### config.mk
export PLATFORM = sky130hd
export DESIGN_NAME = omsu_ctrl
export DESIGN_NICKNAME = d
export VERILOG_FILES = /design/src/rtl/assert_macros.svh /design/src/rtl/omsu_pkg.sv /design/src/rtl/omsu_ctrl.sv
export SDC_FILE = /design/constraint.sdc
export NUM_CORES = 1
export LEC_CHECK = 0
export BUFFER_PORTS_ARGS = -buffer_cell sky130_fd_sc_hd__buf_2
export CAP_MARGIN = 40
export CORE_MARGIN = 5
export CORE_UTILIZATION = 25
export CTS_CLUSTER_DIAMETER = 100
export DETAILED_ROUTE_END_ITERATION = 8
export PLACE_DENSITY = 0.44
export SLEW_MARGIN = 40
export SYNTH_ARGS = -nofsm -noshare
export SYNTH_HDL_FRONTEND = slang
export SYNTH_SLANG_ARGS = --single-unit
### constraint.sdc
create_clock -name clk -period 1.78 [get_ports clk]
set_input_delay 0.356 -clock clk [delete_from_list [all_inputs] [get_ports clk]]
set_output_delay 0.356 -clock clk [all_outputs]
set_load 0.005 [all_outputs]
### src/rtl/assert_macros.svh
// Assertion macros shared by the RTL of the online mean and scatter unit.
// Depends on nothing; the macros expand to nothing when SYNTHESIS is defined.
`ifndef ASSERT_MACROS_SVH
`define ASSERT_MACROS_SVH
`ifndef SYNTHESIS
`define OMSU_ASSERT_IMPL(lbl, clk, rst, a, b) \
  lbl: assert property (@(posedge clk) disable iff (rst) (a) |-> (b)) \
    else $error("same-cycle implication failed");
`define OMSU_ASSERT_NEXT(lbl, clk, rst, a, b) \
  lbl: assert property (@(posedge clk) disable iff (rst) (a) |=> (b)) \
    else $error("next-cycle implication failed");
`else
`define OMSU_ASSERT_IMPL(lbl, clk, rst, a, b)
`define OMSU_ASSERT_NEXT(lbl, clk, rst, a, b)
`endif
`endif

### src/rtl/omsu_pkg.sv
// Shared constants and controller/datapath interface types for the
// online mean and scatter unit. Depends on nothing.
package omsu_pkg;

  localparam logic [1:0] MODE_PUSH  = 2'd0;
  localparam logic [1:0] MODE_READ  = 2'd1;
  localparam logic [1:0] MODE_CLEAR = 2'd2;

  localparam int SMP_W = 32;
  localparam int SCT_W = 64;
  localparam int CNT_W = 32;
  localparam int DIV_NW = 64;
  localparam int DIV_DW = 34;

  // Commands from the controller to the datapath.
  typedef struct packed {
    logic accept;
    logic latch_diff;
    logic scat_mul;
    logic scat_div;
    logic scat_upd;
    logic mean_div;
    logic mean_upd;
    logic count_inc;
    logic rd_div;
    logic rd_out;
  } cmd_t;

  // Status from the datapath to the controller.
  typedef struct packed {
    logic last_push;
    logic is_read;
    logic read_ok;
    logic scat_last;
    logic mean_last;
    logic div_done;
    logic out_free;
  } sts_t;

endpackage

### src/rtl/omsu_ctrl.sv
// Controller state machine that sequences the datapath.
// Depends on omsu_pkg for the command and status types.
module omsu_ctrl (
  input  logic            clk,
  input  logic            rst,
  input  logic            in_valid,
  output logic            in_ready,
  input  omsu_pkg::sts_t  sts,
  output omsu_pkg::cmd_t  cmd
);

  localparam logic [3:0] S_IDLE  = 4'd0;
  localparam logic [3:0] S_DIFF  = 4'd1;
  localparam logic [3:0] S_SMUL  = 4'd2;
  localparam logic [3:0] S_SDIV  = 4'd3;
  localparam logic [3:0] S_SWAIT = 4'd4;
  localparam logic [3:0] S_SUPD  = 4'd5;
  localparam logic [3:0] S_MDIV  = 4'd6;
  localparam logic [3:0] S_MWAIT = 4'd7;
  localparam logic [3:0] S_MUPD  = 4'd8;
  localparam logic [3:0] S_CNT   = 4'd9;
  localparam logic [3:0] S_RDIV  = 4'd10;
  localparam logic [3:0] S_RWAIT = 4'd11;
  localparam logic [3:0] S_ROUT  = 4'd12;

  logic [3:0] state, state_next;

  always_ff @(posedge clk) begin
    if (rst) begin
      state <= S_IDLE;
    end else begin
      state <= state_next;
    end
  end

  always_comb begin
    state_next = state;
    cmd        = '0;
    in_ready   = 1'b0;
    unique case (state)
      S_IDLE: begin
        in_ready = 1'b1;
        if (in_valid) begin
          cmd.accept = 1'b1;
          if (sts.last_push) begin
            state_next = S_DIFF;
          end else if (sts.is_read) begin
            state_next = sts.read_ok ? S_RDIV : S_ROUT;
          end
        end
      end
      S_DIFF: begin
        cmd.latch_diff = 1'b1;
        state_next     = S_SMUL;
      end
      S_SMUL: begin
        cmd.scat_mul = 1'b1;
        state_next   = S_SDIV;
      end
      S_SDIV: begin
        cmd.scat_div = 1'b1;
        state_next   = S_SWAIT;
      end
      S_SWAIT: begin
        if (sts.div_done) state_next = S_SUPD;
      end
      S_SUPD: begin
        cmd.scat_upd = 1'b1;
        state_next   = sts.scat_last ? S_MDIV : S_SMUL;
      end
      S_MDIV: begin
        cmd.mean_div = 1'b1;
        state_next   = S_MWAIT;
      end
      S_MWAIT: begin
        if (sts.div_done) state_next = S_MUPD;
      end
      S_MUPD: begin
        cmd.mean_upd = 1'b1;
        state_next   = sts.mean_last ? S_CNT : S_MDIV;
      end
      S_CNT: begin
        cmd.count_inc = 1'b1;
        state_next    = S_IDLE;
      end
      S_RDIV: begin
        cmd.rd_div = 1'b1;
        state_next = S_RWAIT;
      end
      S_RWAIT: begin
        if (sts.div_done) state_next = S_ROUT;
      end
      S_ROUT: begin
        if (sts.out_free) begin
          cmd.rd_out = 1'b1;
          state_next = S_IDLE;
        end
      end
      default: begin
        state_next = S_IDLE;
      end
    endcase
  end

endmodule

==> results.ini <==
[outcome]
status = finished clean

[critical_path]
r2r.worst_path.cells = 4
critPathRequiredTime_ns = 1.42
path_class = reg2out
worst_setup_path_end_kind = output port
crit_fanout = 11
start_kind = flip-flop
crit_family = flip-flops
slowest_delay_ns = 0.54
worstPathCellList = buf_4 -> nor3b_1 -> buf_2
r2r-end = state[2]
crit_buf_inv = 2
cpMaxStageDelayCell = dfxtp_1
cp.depth = 3
rr_startpoint = state[2]
crit_arrival_ns = 1.29
r2r_setup_slack_ns = 0.18

[global_route]
overflow = 0
grt_use_total_pct = 10.4
antenna_found_initial = 0
grt_pass1_vias = 561
grt_max_degree = 13
grt_pass1_wl_um = 2580

[cells_and_area]
insertedDiodeCount = 0
drive_above_1_share_pct = 38.3
largest_register_ffs = 4
top_register = state
fin_util_pct = 35.3
area_growth_pct = 34.1
fin_nets = 106
n_fill_cell = 244
largestRegisters = state: 4 flops
fin_cells = 121

[floorplanning]
io_pins = 21
rows = 16
core_area_um2 = 1960
die_area_um2 = 3080
die_width_um = 55.5
chipHeight_um = 55.5
floorplan.initialDensity_pct = 26.3

[hold_path]
hold_start = rst
hold-path-cell-count = 4
hp-class = in2reg
worstHoldEndpoint = state[3]

[clocking]
cts_tree = yes
clkTransAtPathRegs_ns = 0.03
cts-buffers-inserted = 3
clkSinkCount = 4
h-tree-depth = 1
clockBufferDepth = 2
clk_latency_ns = 0.23
cts_root_buf = clkbuf_4

[place]
dp_hpwl_um = 1190
placedCellCount = 118
port_buffers = 20
gp_congestion = 0.740

[power]
ir_worst_vdd_mv = 0.446
p_per_area_nw_per_um2 = 1610
leakage_nw = 0.326

[detailed_routing]
avgViaCountPerCell = 4.93
ant_nets = 0
drc = 0
postRouteWirelength_um = 1470
dr_total_vias = 597
dr.pass1.iters = 4
first_iter_violations = 7
avgRoutedWirePerCell_um = 12.1

[logic_synthesis]
synth_xor_area_share_pct = 1.69
synth-compound-area-share_pct = 23.2
synth_mux_area_share_pct = 7.75
yosys.area_share.simple_pct = 42.4
ys_async_sr_fraction_pct = 0
syn-num-nets = 82
ys_ff_latch = 4
synthTopCellsByArea = dfxtp_1 (15%), mux2i_1 (7.7%), nor3_1 (5.8%)
syn_area_um2 = 517
ys_top_cells_by_count = nand2_1 (8), nor2_1 (8), nor3_1 (6), dfxtp_1 (4), mux2i_1 (4)
synth_cell_types = 33
synth_top_area_cell = dfxtp_1
synth_top_flop_cell = dfxtp_1
avgSynthCellArea_um2 = 7.18
synth_fa_ha_area_share_pct = 0
post-synth-top-area-fraction_pct = 15.5
syn_inst = 72
yosysSeqAreaShare_pct = 15.5
synth_top_family_by_area = simple AND/OR/NAND/NOR gates
yosys_warnings = 0
synth_edf_count = 0

[sta]
max_slew_margin_pct = 75.6
maxSlewViolCount = 0
fin_crit_sh_pct = 92.5
worst_pin_slew_ns = 0.362
finalCriticalPeriod_ns = 1.65
grt_setup_unrepaired = yes
fin_worst_skew_ns = 0.000399
fmaxAchievable_ghz = 0.607
hold_viol_final = 0
setup_viol = 0

[flow_run]
drv_cap = 0

==> cell type report <==
cell class	instances	area (um2)	share of cell area [%]
Multi-Input combinational cell	58	397	57.2
Timing Repair Buffer	26	145	20.9
Sequential cell	4	83.8	12.1
Tap cell	27	33.8	4.87
Clock buffer	3	22.5	3.25
Inverter	3	11.3	1.62
==> power breakdown <==
| part | switching, mW | leakage [nW] | internal [mW] |
|---|---|---|---|
| Sequential | 0.109 | 0.0340 | 0.135 |
| Clock | 0.0346 | 0.0138 | 0.0752 |
| Combinational | 0.357 | 0.279 | 0.403 |
| Total | 0.501 | 0.326 | 0.614 |
==> cells in the final DEF, fill, tap and decap left out, drive strengths merged <==
cell type,instances
nand3b,2
clkbuf,3
nor3,6
inv,3
o211ai,2
xor2,1
or4b,1
and3,1
nor4,1
buf,26
a21oi,2
or3,2
a221oi,1
nor2,8
nor2b,3
a21boi,1
dfxtp,4
mux2i,4
o21ai,2
nor3b,2
o21a,2
and3b,1
o311ai,2
nand2b,3
a211oi,1
and2,1
a32o,1
nand2,8
==> per-stage QoR <==
step	worst slack [ns]	total power, mW	hold WS (ns)	instance area [um2]	TNS [ns]
6_report	0.134	1.11	0.480	693	0
3_5_place_dp	0.183	0.980	0.725	658	0
2_1_floorplan	0.324	0.762	0.594	517	0
4_1_cts	0.0599	1.09	0.491	681	0
3_3_place_gp	0.193	0.979	0.722	658	0
5_1_grt	-0.000812	1.23	0.519	693	-0.000812
==> worst max-delay path by stage <==
stage | start | to | slack [ns]
final | state[2] | cmd[5] | 0.13
after global routing | state[2] | cmd[5] | -0.0008
after CTS | state[1] | cmd[7] | 0.06
after detailed placement | state[3] | state[2] | 0.18
after global placement | state[2] | state[1] | 0.19
after floorplan | state[2] | state[0] | 0.32
==> timing repair <==
action,4_1_cts,5_1_grt
hold buffers,0,0
setup buffers,0,0
endpoints found under the setup margin,0,6
gates resized for setup,0,4
==> cell families (layout without fill, tap and decap cells) <==
group,Yosys count,in the layout
AOI/OAI and AO/OA,14,14
xor gates and xnor gates,1,1
buffers and inverters,10,32
DFF,4,4
muxes,4,4
and+or+nand+nor,39,39
==> worst reg2reg max path, delay by kind of cell (launching register included) <==
kind,cells,cell delay (ns)
AO/OA/AOI/OAI,2,0.65
flip-flops,1,0.54
XOR/XNOR,1,0.12
multiplexers,1,0.22
==> routing by layer <==
layer	up-vias	global-route usage, %	wire length [um]
met5	-	0	0
met4	0	6.25	39
met3	4	2.56	86
met2	18	15.9	693
met1	275	13.1	648
li1	300	-	-
(Power assumes the default switching activity.)
